--- src/design/rrt_pkg.sv ---
package rrt_pkg;

  localparam int unsigned MaxWidth  = 2048;
  localparam int unsigned MaxHeight = 2048;

  localparam int unsigned SumW  = 30;
  localparam int unsigned CntW  = 23;
  localparam int unsigned ProdW = 31;
  localparam int unsigned MsW   = 16;
  localparam int unsigned QuoW  = 8;
  localparam int unsigned AddrW = 5;

  localparam logic [1:0] OpPixel = 2'd0;
  localparam logic [1:0] OpEof   = 2'd1;
  localparam logic [1:0] OpTick  = 2'd2;

  localparam logic [2:0] RegRoiLeft   = 3'd0;
  localparam logic [2:0] RegRoiTop    = 3'd1;
  localparam logic [2:0] RegRoiRight  = 3'd2;
  localparam logic [2:0] RegRoiBottom = 3'd3;
  localparam logic [2:0] RegRedLevel  = 3'd4;
  localparam logic [2:0] RegRedLead   = 3'd5;
  localparam logic [2:0] RegCooldown  = 3'd6;

  typedef struct packed {
    logic [10:0]    roi_left;
    logic [10:0]    roi_top;
    logic [11:0]    roi_right;
    logic [11:0]    roi_bottom;
    logic [7:0]     red_level;
    logic [7:0]     red_lead;
    logic [MsW-1:0] hold_off_ms;
  } rrt_cfg_t;

  typedef struct packed {
    logic pix;
    logic tick;
    logic mul_en;
    logic cmp_en;
    logic div_en;
    logic fin;
  } rrt_cmd_t;

  typedef struct packed {
    logic div_last;
  } rrt_sts_t;

endpackage

--- src/design/rrt_if.sv ---
interface rrt_in_if;
  logic        valid;
  logic        ready;
  logic [1:0]  operation;
  logic [10:0] col;
  logic [10:0] row;
  logic [7:0]  blue;
  logic [7:0]  green;
  logic [7:0]  red;

  modport source (output valid, operation, col, row, blue, green, red, input ready);
  modport sink (input valid, operation, col, row, blue, green, red, output ready);
endinterface

interface rrt_out_if;
  logic       valid;
  logic       ready;
  logic       red_detected;
  logic       trigger_accepted;
  logic [7:0] red_avg;

  modport source (output valid, red_detected, trigger_accepted, red_avg, input ready);
  modport sink (input valid, red_detected, trigger_accepted, red_avg, output ready);
endinterface

--- src/design/rrt_regs.sv ---
module rrt_regs (
  input  logic                    clk_i,
  input  logic                    rst_ni,
  input  logic                    psel,
  input  logic                    penable,
  input  logic                    pwrite,
  input  logic [rrt_pkg::AddrW-1:0] paddr,
  input  logic [31:0]             pwdata,
  output logic [31:0]             prdata,
  output logic                    pready,
  output rrt_pkg::rrt_cfg_t       cfg_o
);
  import rrt_pkg::*;

  rrt_cfg_t   cfg_q;
  logic [2:0] idx;
  logic       wr;

  assign idx    = paddr[AddrW-1:2];
  assign wr     = psel && penable && pwrite;
  assign pready = 1'b1;
  assign cfg_o  = cfg_q;

  always_ff @(posedge clk_i or negedge rst_ni) begin
    if (!rst_ni) begin
      cfg_q <= '0;
    end else if (wr) begin
      unique case (idx)
        RegRoiLeft:   cfg_q.roi_left    <= pwdata[10:0];
        RegRoiTop:    cfg_q.roi_top     <= pwdata[10:0];
        RegRoiRight:  cfg_q.roi_right   <= pwdata[11:0];
        RegRoiBottom: cfg_q.roi_bottom  <= pwdata[11:0];
        RegRedLevel:  cfg_q.red_level   <= pwdata[7:0];
        RegRedLead:   cfg_q.red_lead    <= pwdata[7:0];
        RegCooldown:  cfg_q.hold_off_ms <= pwdata[MsW-1:0];
        default: ;
      endcase
    end
  end

  always_comb begin
    unique case (idx)
      RegRoiLeft:   prdata = {21'b0, cfg_q.roi_left};
      RegRoiTop:    prdata = {21'b0, cfg_q.roi_top};
      RegRoiRight:  prdata = {20'b0, cfg_q.roi_right};
      RegRoiBottom: prdata = {20'b0, cfg_q.roi_bottom};
      RegRedLevel:  prdata = {24'b0, cfg_q.red_level};
      RegRedLead:   prdata = {24'b0, cfg_q.red_lead};
      RegCooldown:  prdata = {16'b0, cfg_q.hold_off_ms};
      default:      prdata = '0;
    endcase
  end

endmodule

--- src/design/rrt_ctrl.sv ---
module rrt_ctrl (
  input  logic              clk_i,
  input  logic              rst_ni,
  input  logic              in_valid_i,
  input  logic [1:0]        in_op_i,
  output logic              in_ready_o,
  output logic              out_valid_o,
  input  logic              out_ready_i,
  input  rrt_pkg::rrt_sts_t sts_i,
  output rrt_pkg::rrt_cmd_t cmd_o
);
  import rrt_pkg::*;

  localparam logic [2:0] StIdle = 3'd0;
  localparam logic [2:0] StMul  = 3'd1;
  localparam logic [2:0] StCmp  = 3'd2;
  localparam logic [2:0] StDiv  = 3'd3;
  localparam logic [2:0] StDone = 3'd4;

  logic [2:0] state_q, state_d;
  logic       out_valid_q, out_valid_d;
  logic       in_acc, out_free;

  assign in_ready_o  = (state_q == StIdle);
  assign in_acc      = in_valid_i && in_ready_o;
  assign out_free    = !out_valid_q || out_ready_i;
  assign out_valid_o = out_valid_q;

  always_comb begin
    state_d = state_q;
    cmd_o   = '0;
    unique case (state_q)
      StIdle: begin
        if (in_acc) begin
          cmd_o.pix  = (in_op_i == OpPixel);
          cmd_o.tick = (in_op_i == OpTick);
          if (in_op_i == OpEof) state_d = StMul;
        end
      end
      StMul: begin
        cmd_o.mul_en = 1'b1;
        state_d      = StCmp;
      end
      StCmp: begin
        cmd_o.cmp_en = 1'b1;
        state_d      = StDiv;
      end
      StDiv: begin
        cmd_o.div_en = 1'b1;
        if (sts_i.div_last) state_d = StDone;
      end
      StDone: begin
        if (out_free) begin
          cmd_o.fin = 1'b1;
          state_d   = StIdle;
        end
      end
      default: state_d = StIdle;
    endcase
  end

  always_comb begin
    out_valid_d = out_valid_q;
    if (cmd_o.fin) out_valid_d = 1'b1;
    else if (out_ready_i) out_valid_d = 1'b0;
  end

  always_ff @(posedge clk_i or negedge rst_ni) begin
    if (!rst_ni) begin
      state_q     <= StIdle;
      out_valid_q <= 1'b0;
    end else begin
      state_q     <= state_d;
      out_valid_q <= out_valid_d;
    end
  end

  a_eof_starts: assert property (@(posedge clk_i) disable iff (!rst_ni)
    in_acc && in_op_i == OpEof |=> state_q == StMul)
    else $error("end of frame did not start the decision");

  a_result_from_done: assert property (@(posedge clk_i) disable iff (!rst_ni)
    $rose(out_valid_q) |-> $past(state_q) == StDone)
    else $error("result raised outside done state");

  a_div_exit: assert property (@(posedge clk_i) disable iff (!rst_ni)
    state_q == StDiv && !sts_i.div_last |=> state_q == StDiv)
    else $error("division left early");

  a_no_overwrite: assert property (@(posedge clk_i) disable iff (!rst_ni)
    cmd_o.fin |-> !out_valid_q || out_ready_i)
    else $error("pending result overwritten");

endmodule

--- src/design/rrt_dp.sv ---
module rrt_dp (
  input  logic              clk_i,
  input  logic              rst_ni,
  input  rrt_pkg::rrt_cfg_t cfg_i,
  input  rrt_pkg::rrt_cmd_t cmd_i,
  output rrt_pkg::rrt_sts_t sts_o,
  input  logic [10:0]       col_i,
  input  logic [10:0]       row_i,
  input  logic [7:0]        blue_i,
  input  logic [7:0]        green_i,
  input  logic [7:0]        red_i,
  output logic              red_detected_o,
  output logic              trigger_accepted_o,
  output logic [7:0]        red_avg_o
);
  import rrt_pkg::*;

  logic [SumW-1:0]  sum_b_q, sum_g_q, sum_r_q;
  logic [CntW-1:0]  cnt_q;
  logic [MsW-1:0]   ms_q;
  logic [ProdW-1:0] prod_level_q, prod_lead_q;
  logic             ok_q;
  logic [SumW-1:0]  rem_q, dvs_q;
  logic [QuoW-1:0]  quo_q;
  logic [2:0]       step_q;
  logic             det_q, acc_q;
  logic [7:0]       mean_q;

  logic            in_roi, cnt_zero, det, acc, rem_ge;
  logic [SumW:0]   add_b, add_g, add_r;
  logic [SumW+1:0] lhs_r, rhs_lvl, rhs_g, rhs_b;

  assign in_roi = ({1'b0, col_i} >= {1'b0, cfg_i.roi_left}) && ({1'b0, col_i} < cfg_i.roi_right)
               && ({1'b0, row_i} >= {1'b0, cfg_i.roi_top}) && ({1'b0, row_i} < cfg_i.roi_bottom)
               && ({21'b0, col_i} < 32'(MaxWidth)) && ({21'b0, row_i} < 32'(MaxHeight));

  assign add_b = {1'b0, sum_b_q} + {{(SumW-7){1'b0}}, blue_i};
  assign add_g = {1'b0, sum_g_q} + {{(SumW-7){1'b0}}, green_i};
  assign add_r = {1'b0, sum_r_q} + {{(SumW-7){1'b0}}, red_i};

  always_ff @(posedge clk_i or negedge rst_ni) begin
    if (!rst_ni) begin
      sum_b_q <= '0;
      sum_g_q <= '0;
      sum_r_q <= '0;
      cnt_q   <= '0;
    end else if (cmd_i.fin) begin
      sum_b_q <= '0;
      sum_g_q <= '0;
      sum_r_q <= '0;
      cnt_q   <= '0;
    end else if (cmd_i.pix && in_roi) begin
      sum_b_q <= add_b[SumW] ? '1 : add_b[SumW-1:0];
      sum_g_q <= add_g[SumW] ? '1 : add_g[SumW-1:0];
      sum_r_q <= add_r[SumW] ? '1 : add_r[SumW-1:0];
      if (cnt_q != '1) cnt_q <= cnt_q + 1'b1;
    end
  end

  assign cnt_zero = (cnt_q == '0);
  assign det      = !cnt_zero && ok_q;
  assign acc      = det && (ms_q >= cfg_i.hold_off_ms);

  always_ff @(posedge clk_i or negedge rst_ni) begin
    if (!rst_ni) begin
      ms_q <= '1;
    end else if (cmd_i.fin && acc) begin
      ms_q <= '0;
    end else if (cmd_i.tick && ms_q != '1) begin
      ms_q <= ms_q + 1'b1;
    end
  end

  assign lhs_r   = {2'b0, sum_r_q};
  assign rhs_lvl = {1'b0, prod_level_q};
  assign rhs_g   = {2'b0, sum_g_q} + {1'b0, prod_lead_q};
  assign rhs_b   = {2'b0, sum_b_q} + {1'b0, prod_lead_q};
  assign rem_ge  = (rem_q >= dvs_q);

  always_ff @(posedge clk_i) begin
    if (cmd_i.mul_en) begin
      prod_level_q <= ProdW'(cfg_i.red_level) * ProdW'(cnt_q);
      prod_lead_q  <= ProdW'(cfg_i.red_lead) * ProdW'(cnt_q);
    end
    if (cmd_i.cmp_en) begin
      ok_q  <= (lhs_r > rhs_lvl) && (lhs_r > rhs_g) && (lhs_r > rhs_b);
      rem_q <= sum_r_q;
      dvs_q <= {cnt_q, {(SumW-CntW){1'b0}}};
    end else if (cmd_i.div_en) begin
      if (rem_ge) rem_q <= rem_q - dvs_q;
      dvs_q <= dvs_q >> 1;
      quo_q <= {quo_q[QuoW-2:0], rem_ge};
    end
    if (cmd_i.fin) begin
      det_q  <= det;
      acc_q  <= acc;
      mean_q <= cnt_zero ? '0 : quo_q;
    end
  end

  always_ff @(posedge clk_i or negedge rst_ni) begin
    if (!rst_ni) begin
      step_q <= '0;
    end else if (cmd_i.cmp_en) begin
      step_q <= 3'(QuoW - 1);
    end else if (cmd_i.div_en) begin
      step_q <= step_q - 1'b1;
    end
  end

  assign sts_o.div_last    = (step_q == '0);
  assign red_detected_o     = det_q;
  assign trigger_accepted_o = acc_q;
  assign red_avg_o          = mean_q;

endmodule

--- src/design/roi_red_trigger_with_cooldown_core.sv ---
// Red region trigger: sums B/G/R of warped-frame pixels inside the configured rectangle and, at
// end of frame, emits one result beat with the raw red decision, the cooldown-gated trigger and
// the truncated red mean; sums clear after each frame. Pixel and tick beats are taken one per
// cycle while the block is idle. An end-of-frame beat holds the input off until it is through:
// after its accept come multiply, compare, 8 steps of the restoring divider that forms the mean
// one quotient bit per cycle, and the result load, which also waits while an earlier result
// beat is still untaken.
module roi_red_trigger_with_cooldown_core (
  input  logic                      clk_i,
  input  logic                      rst_ni,
  rrt_in_if.sink                    in_i,
  rrt_out_if.source                 out_o,
  input  logic                      psel,
  input  logic                      penable,
  input  logic                      pwrite,
  input  logic [rrt_pkg::AddrW-1:0] paddr,
  input  logic [31:0]               pwdata,
  output logic [31:0]               prdata,
  output logic                      pready
);
  import rrt_pkg::*;

  rrt_cfg_t cfg;
  rrt_cmd_t cmd;
  rrt_sts_t sts;

  rrt_regs u_regs (
    .clk_i  (clk_i),
    .rst_ni (rst_ni),
    .psel   (psel),
    .penable(penable),
    .pwrite (pwrite),
    .paddr  (paddr),
    .pwdata (pwdata),
    .prdata (prdata),
    .pready (pready),
    .cfg_o  (cfg)
  );

  rrt_ctrl u_ctrl (
    .clk_i      (clk_i),
    .rst_ni     (rst_ni),
    .in_valid_i (in_i.valid),
    .in_op_i    (in_i.operation),
    .in_ready_o (in_i.ready),
    .out_valid_o(out_o.valid),
    .out_ready_i(out_o.ready),
    .sts_i      (sts),
    .cmd_o      (cmd)
  );

  rrt_dp u_dp (
    .clk_i             (clk_i),
    .rst_ni            (rst_ni),
    .cfg_i             (cfg),
    .cmd_i             (cmd),
    .sts_o             (sts),
    .col_i             (in_i.col),
    .row_i             (in_i.row),
    .blue_i            (in_i.blue),
    .green_i           (in_i.green),
    .red_i             (in_i.red),
    .red_detected_o    (out_o.red_detected),
    .trigger_accepted_o(out_o.trigger_accepted),
    .red_avg_o         (out_o.red_avg)
  );

endmodule

--- src/flat_wrapper.sv ---
// flat-port wrapper written by rule: the top's interface ports become plain ports
module roi_red_trigger_with_cooldown_core_flat import rrt_pkg::*;
  (clk_i, rst_ni, psel, penable, pwrite, paddr, pwdata, prdata, pready, in_i_valid, in_i_operation, in_i_col, in_i_row, in_i_blue, in_i_green, in_i_red, in_i_ready, out_o_valid, out_o_red_detected, out_o_trigger_accepted, out_o_red_avg, out_o_ready);
  rrt_in_if in_i_i ();
  rrt_out_if out_o_i ();
  input  logic clk_i;
  input  logic rst_ni;
  input  logic psel;
  input  logic penable;
  input  logic pwrite;
  input  logic [rrt_pkg::AddrW-1:0] paddr;
  input  logic [31:0] pwdata;
  output logic [31:0] prdata;
  output logic pready;
  input wire logic [$bits(in_i_i.valid)-1:0] in_i_valid;
  input wire logic [$bits(in_i_i.operation)-1:0] in_i_operation;
  input wire logic [$bits(in_i_i.col)-1:0] in_i_col;
  input wire logic [$bits(in_i_i.row)-1:0] in_i_row;
  input wire logic [$bits(in_i_i.blue)-1:0] in_i_blue;
  input wire logic [$bits(in_i_i.green)-1:0] in_i_green;
  input wire logic [$bits(in_i_i.red)-1:0] in_i_red;
  output wire logic [$bits(in_i_i.ready)-1:0] in_i_ready;
  output wire logic [$bits(out_o_i.valid)-1:0] out_o_valid;
  output wire logic [$bits(out_o_i.red_detected)-1:0] out_o_red_detected;
  output wire logic [$bits(out_o_i.trigger_accepted)-1:0] out_o_trigger_accepted;
  output wire logic [$bits(out_o_i.red_avg)-1:0] out_o_red_avg;
  input wire logic [$bits(out_o_i.ready)-1:0] out_o_ready;
  assign in_i_i.valid = in_i_valid;
  assign in_i_i.operation = in_i_operation;
  assign in_i_i.col = in_i_col;
  assign in_i_i.row = in_i_row;
  assign in_i_i.blue = in_i_blue;
  assign in_i_i.green = in_i_green;
  assign in_i_i.red = in_i_red;
  assign in_i_ready = in_i_i.ready;
  assign out_o_valid = out_o_i.valid;
  assign out_o_red_detected = out_o_i.red_detected;
  assign out_o_trigger_accepted = out_o_i.trigger_accepted;
  assign out_o_red_avg = out_o_i.red_avg;
  assign out_o_i.ready = out_o_ready;
  roi_red_trigger_with_cooldown_core u_core (.clk_i(clk_i), .rst_ni(rst_ni), .in_i(in_i_i), .out_o(out_o_i), .psel(psel), .penable(penable), .pwrite(pwrite), .paddr(paddr), .pwdata(pwdata), .prdata(prdata), .pready(pready));
endmodule
--- config.mk ---
export PLATFORM = sky130hd
export DESIGN_NAME = roi_red_trigger_with_cooldown_core_flat
export DESIGN_NICKNAME = d
export VERILOG_FILES = /design/src/design/rrt_pkg.sv /design/src/design/rrt_if.sv /design/src/design/rrt_regs.sv /design/src/design/rrt_ctrl.sv /design/src/design/rrt_dp.sv /design/src/design/roi_red_trigger_with_cooldown_core.sv /design/src/flat_wrapper.sv
export SDC_FILE = /design/constraint.sdc
export NUM_CORES = 2
export LEC_CHECK = 0
export ABC_AREA = 1
export BUFFER_PORTS_ARGS = -buffer_cell sky130_fd_sc_hd__buf_4
export CAP_MARGIN = 20
export CORE_MARGIN = 4
export CORE_UTILIZATION = 65
export CTS_CLUSTER_SIZE = 20
export DETAILED_ROUTE_END_ITERATION = 8
export GPL_TIMING_DRIVEN = 1
export PLACE_DENSITY = 0.83
export RECOVER_POWER = 100
export REMOVE_ABC_BUFFERS = 1
export SLEW_MARGIN = 20
export SYNTH_ARGS = -nofsm -noshare
export SYNTH_HDL_FRONTEND = slang
export SYNTH_HIERARCHICAL = 1
export SYNTH_SLANG_ARGS = --single-unit
--- constraint.sdc ---
create_clock -name clk_i -period 5.6 [get_ports clk_i]
set_input_delay 0.28 -clock clk_i [delete_from_list [all_inputs] [get_ports clk_i]]
set_output_delay 0.28 -clock clk_i [all_outputs]
set_load 0.02 [all_outputs]
# After elaboration in Yosys (flattened, before gate mapping)
# Cells that the tools add are included.
[totals]
reg_bits = 355
out_inout_bits = 45
[op_classes]
multipliers = 2
order_cmp = 9
bitwise = 1
mux = 36
n_reduce_logical = 38
n_addsub = 9
eq_ne = 18
[ops]
columns = ["operator", "n"]
rows = [
  ["$mux W30", 14],
  ["$pmux W16 S7", 1],
  ["$add A30 B8 Y31", 3],
  ["$mux W23", 3],
  ["$add A30 B31 Y32", 2],
  ["$gt A30 B32 Y1", 2],
  ["$mul A8 B23 Y31", 2],
  ["$mux W16", 2],
  ["$gt A30 B31 Y1", 1],
  ["$ge A30 B30 Y1", 1],
  ["$sub A30 B30 Y30", 1],
  ["$lt A11 B12 Y1", 2],
  ["$add A23 B1 Y23 const B", 1],
  ["$logic_not A23 Y1", 1],
  ["$ne A23 B23 Y1 const B", 1],
  ["$ge A11 B11 Y1", 2],
  ["$reduce_and A2 Y1", 10],
  ["$mux W3", 6],
  ["$add A16 B1 Y16 const B", 1],
  ["$ge A16 B16 Y1", 1],
  ["$ne A16 B16 Y1 const B", 1],
  ["$pmux W3 S5", 1],
  ["$logic_and A1 B1 Y1", 13],
  ["$eq A3 B2 Y1 const B", 4],
  ["other kinds (16)", 37],
]

# Longest topological paths before layout
[logic_depth]
ltp_word = 7
depth_mapped = 28
ltp_nobuf = 28

# By module
# The synthesis kept the hierarchy.
[modules_own_cells]
columns = ["mod", "area_per_inst_um2", "cells_each", "seq_area_each_um2", "instances"]
rows = [
  ["rrt_dp", 35368.9, 4909, 7487.2, 1],
  ["rrt_regs", 4041.4, 525, 1951.9, 1],
  ["rrt_ctrl", 259.0, 36, 100.1, 1],
]

# Worst setup path before layout
# OpenSTA, ideal clock, no wires.
[synth_timing]
kind = "flip-flop to flip-flop"
startpoint = "register u_core.u_dp.cnt_q[18]"
endpoint = "register u_core.u_dp.prod_level_q[30], data pin"
path_slack_ps = 860
t_arrival_ps = 4479
setup_ps = 260
stages_incl_launch_ff = 22
n_path_buf = 2
synth_period_minus_slack_ps = 4740
path_cell_list = "dfrtp_1 > buf_1 > clkbuf_1 > nand2_1 > fa_1 > inv_1 > fa_1 > fa_1 > inv_1 > fa_1 > inv_1 > ha_1 > nand2_1 > inv_1 > a21oi_1 > a21boi_0 > nand3_1 > nand2_1 > nand2_1 > nand2_1 > nand2_1 > xor2_1"
[synth_between]
elab_chain_len = 1
[synth_rtl]
columns = ["element", "line", "source"]
rows = [
  ["start, declared", "rrt_dp.sv:19", "logic [CntW-1:0] cnt_q;"],
  ["start signal, assigned", "rrt_dp.sv:56", "if (cnt_q != '1) cnt_q <= cnt_q + 1'b1;"],
  ["$mul A8 B23 Y31", "rrt_dp.sv:82", "prod_level_q <= ProdW'(cfg_i.red_level) * ProdW'(cnt_q);"],
  ["end signal, assigned", "rrt_dp.sv:82", ""],
  ["end, declared", "rrt_dp.sv:21", "logic [ProdW-1:0] prod_level_q, prod_lead_q;"],
]
# Every way passes these cells.
# A chain may end at the register's enable or synchronous reset.

==> impl_metrics.json <==
{
  "clkTransAtPathRegs_ns": 0.06,
  "status": "finished with violations",
  "grtUsageMet2": 0.582,
  "max_freq_mhz": 187,
  "synth_area_mm2": 0.0397,
  "async_reset_ff_frac": 0.603,
  "cts-buffers-inserted": 41,
  "core-area_mm2": 0.0604,
  "start_util": 0.657,
  "ys_top_cells_by_count": "1449 x nand2_1, 1040 x inv_1, 369 x ha_1",
  "die_area_mm2": 0.0650,
  "rsz0062_at_grt": "false",
  "synth_top_area_cell": "nand2_1",
  "htree_levels": 2,
  "yosysTopAreaCellShare": 0.137,
  "cts_root_buffer": "clkbuf_16",
  "peakVddDrop_v": 0.000420,
  "clock-sinks": 355,
  "grtUsageMet1": 0.470,
  "worst_pin_slew_ns": 3.34,
  "hp-class": "input port to register",
  "vias": 36582,
  "crit_path_end_kind": "register",
  "synth.area.top_cells": "nand2_1 14%, fa_1 13%, dfrtp_1 12%",
  "drt-initial-drc-count": 3555,
  "placedCellCount": 6247,
  "die_x_um": 255,
  "ys_seq_elements": 355,
  "routedWlPerCell_um": 18.1,
  "power.leakage_nw": 23.3,
  "antenna_found_initial": 0,
  "period_share": 0.953,
  "grt_pass1_vias": 35599,
  "setup_tns_ns": 0,
  "drv_slew": 537,
  "final_nets": 6245,
  "critPathMaxFanout": 46,
  "dp_hpwl_um": 87600,
  "fin_skew_ns": 0.0387,
  "pin_count": 137,
  "top_usage_layer": "met2",
  "synth_edf_count": 134,
  "vias_per_cell": 5.77,
  "preCtsSetupSlack_ns": 0.409,
  "violations": "capacitance limit, slew limit",
  "worstSkewPairLatency_ns": 0.61,
  "setup-violations-final": 0,
  "cts_buffer_depth": 3,
  "fillers": 5086,
  "crit_type": "register to register",
  "layout-drive-gt1-share": 0.0496,
  "cp_data_arrival_time_ns": 5.83,
  "ys_seq_area_frac": 0.240,
  "yosysUniqueCellTypes": 63,
  "io_buffers": 101,
  "syn2layout_area_growth_pct": 6.43,
  "yosysMostFrequentCell": "nand2_1",
  "power.density_mw_per_mm2": 293,
  "grt_overflow": 0,
  "dr.pass1.iters": 8,
  "wirelength_um": 115000,
  "cp.required_ns": 6.09,
  "row_count": 90,
  "n_antenna_cell": 0,
  "post_cts_buffers": 0,
  "ys_warn_count": 6,
  "startpoint_type": "register",
  "grt_pass1_wl_um": 184000,
  "synthCells": 5470,
  "grt_use_total": 0.353,
  "relSlewSlack": -1.22,
  "syn_avg_cell_area_um2": 7.25,
  "maxCapViolations": 9,
  "synth_ff_type": "dfrtp_1",
  "final_cells": 6341,
  "cts_tree": "done",
  "post-route-drc-count": 0,
  "hold_viol_final": 0,
  "setup_ws_ns": 0.262,
  "grt_max_degree": 125,
  "place.gp.congestion": 0.994,
  "hold_slack_ns": 0.0434,
  "fin_crit_ns": 5.34,
  "use_met3": 0.0581,
  "fp.dieH_um": 255,
  "ant_nets": 0
}
==> worst max-delay path, stage by stage (launching register included) <==
cell and delay, ns:
dfrtp_1 0.41, nor2_1 0.17, clkinv_1 0.11, nor2_1 0.61, nand2_1 0.15, nor3_1 0.33
o211ai_1 0.16, nor2_1 0.16, nand3_1 0.09, nor2_1 0.11, nand4_2 0.09, clkbuf_2 0.34
nand2_1 0.27, clkbuf_1 1.69, nand3_1 0.24, nand2_1 0.27
==> registers in the layout (all words and copies together), names as in the netlist <==
name and count:
u_core/u_dp/trigger_accepted_o 1, u_core/u_dp/sum_b_q 30, u_core/u_dp/rem_q 30, u_core/u_dp/step_q 3
u_core/u_dp/cnt_q 23, u_core/u_regs/cfg_o 78, u_core/u_dp/red_detected_o 1, u_core/u_ctrl/out_valid_o 1
u_core/u_dp/prod_level_q 31, u_core/u_dp/red_avg_o 8, u_core/u_dp/sum_r_q 30, u_core/u_dp/ok_q 1
u_core/u_dp/sum_g_q 30, u_core/u_dp/prod_lead_q 31, u_core/u_dp/quo_q 8, u_core/u_dp/dvs_q 30
u_core/u_dp/ms_q 16, u_core/u_ctrl/state_q 3
==> worst paths after layout <==
path / from / end / slack (ns) / cells after the start
hold / removal: in_i_blue[0] / u_core/u_dp/sum_b_q[0]$_DFFE_PN0P_ / 0.04 / 4
min in group asynchronous: rst_ni / u_core/u_dp/sum_r_q[8]$_DFFE_PN0P_ / 1.09 / 2
max in group asynchronous: rst_ni / u_core/u_regs/cfg_o[52]$_DFFE_PN0P_ / 1.32 / 3
setup / recovery: u_core/u_ctrl/state_q[2]$_DFFE_PN0P_ / u_core/u_dp/cnt_q[9]$_DFFE_PN0P_ / 0.26 / 15
setup reg to reg: u_core/u_ctrl/state_q[2]$_DFFE_PN0P_ / u_core/u_dp/cnt_q[9]$_DFFE_PN0P_ / 0.26 / 15
hold reg to reg: u_core/u_dp/quo_q[3]$_DFFE_PP_ / u_core/u_dp/quo_q[4]$_DFFE_PP_ / 0.46 / 0
==> final cells by class <==
cell class	instances	area, um^2	area share
well taps	782	978	0.0232
multi-input cells	3881	25100	0.595
clock inverters	25	262	0.00619
inverters	1069	4020	0.0952
repair buffers	178	1220	0.0288
flip-flops and latches	355	9540	0.226
clock buffers	51	1090	0.0259
==> metrics by stage <==
stage	util	area [um^2]	total power, mW
after floorplan	-	38800	7.80
after global placement	0.679	41000	9.38
after detailed placement	0.680	41000	9.57
after CTS	0.705	42500	12.4
after global routing	0.700	42200	13.3
final	0.700	42200	12.4
==> what timing repair did <==
action                                  CTS  global route
resized for setup                         0             1
hold buffers                             18             0
endpoints found under the setup margin    0             1
hold endpoints to repair                105             0
==> placed cells by master (no fill, tap or decap), types with 16 or more instances in the layout <==
cell type / Yosys / final
nand2_1: 1449 / 1453
inv_1: 1040 / 1044
ha_1: 369 / 369
nor2_1: 332 / 341
o21ai_0: 225 / 296
nand3_1: 264 / 272
fa_1: 258 / 258
a21oi_1: 256 / 256
dfrtp_1: 198 / 197
edfxtp_1: 134 / 134
xor2_1: 114 / 114
nand4_1: 114 / 114
buf_4: 32 / 112
nor3_1: 65 / 65
xnor2_1: 54 / 54
clkbuf_1: 79 / 49
clkbuf_16: 0 / 41
o21ai_1: 106 / 37
nor4_1: 28 / 29
o22ai_1: 25 / 25
o21bai_1: 24 / 24
or2_2: 23 / 23
a21o_1: 21 / 21
dlygate4sd3_1: 0 / 18
conb_1: 2 / 17
dfstp_2: 16 / 16
==> cell families after synthesis <==
| group | Yosys count | synth area share |
|---|---|---|
| other | 2 | 0.000189 |
| adder cells (fa/ha/maj) | 627 | 0.247 |
| XOR/XNOR | 168 | 0.0371 |
| AO/OA/AOI/OAI | 718 | 0.0982 |
| buffers and inverters | 1249 | 0.125 |
| flip-flops | 355 | 0.240 |
| AND/OR/NAND/NOR | 2351 | 0.252 |
==> metal layers <==
metal / wire length [um] / share of wire
met1: 46000 / 0.40
met2: 53500 / 0.47
met3: 10500 / 0.092
met4: 4810 / 0.042
met5: 0 / 0
==> power breakdown <==
group          internal, mW  switching, mW  leakage, nW  total [mW]
registers              3.62          0.553         4.16        4.18
logic                  1.78           3.68         18.5        5.46
clock network          1.55           1.20        0.666        2.75
(Power assumes the default switching activity.)
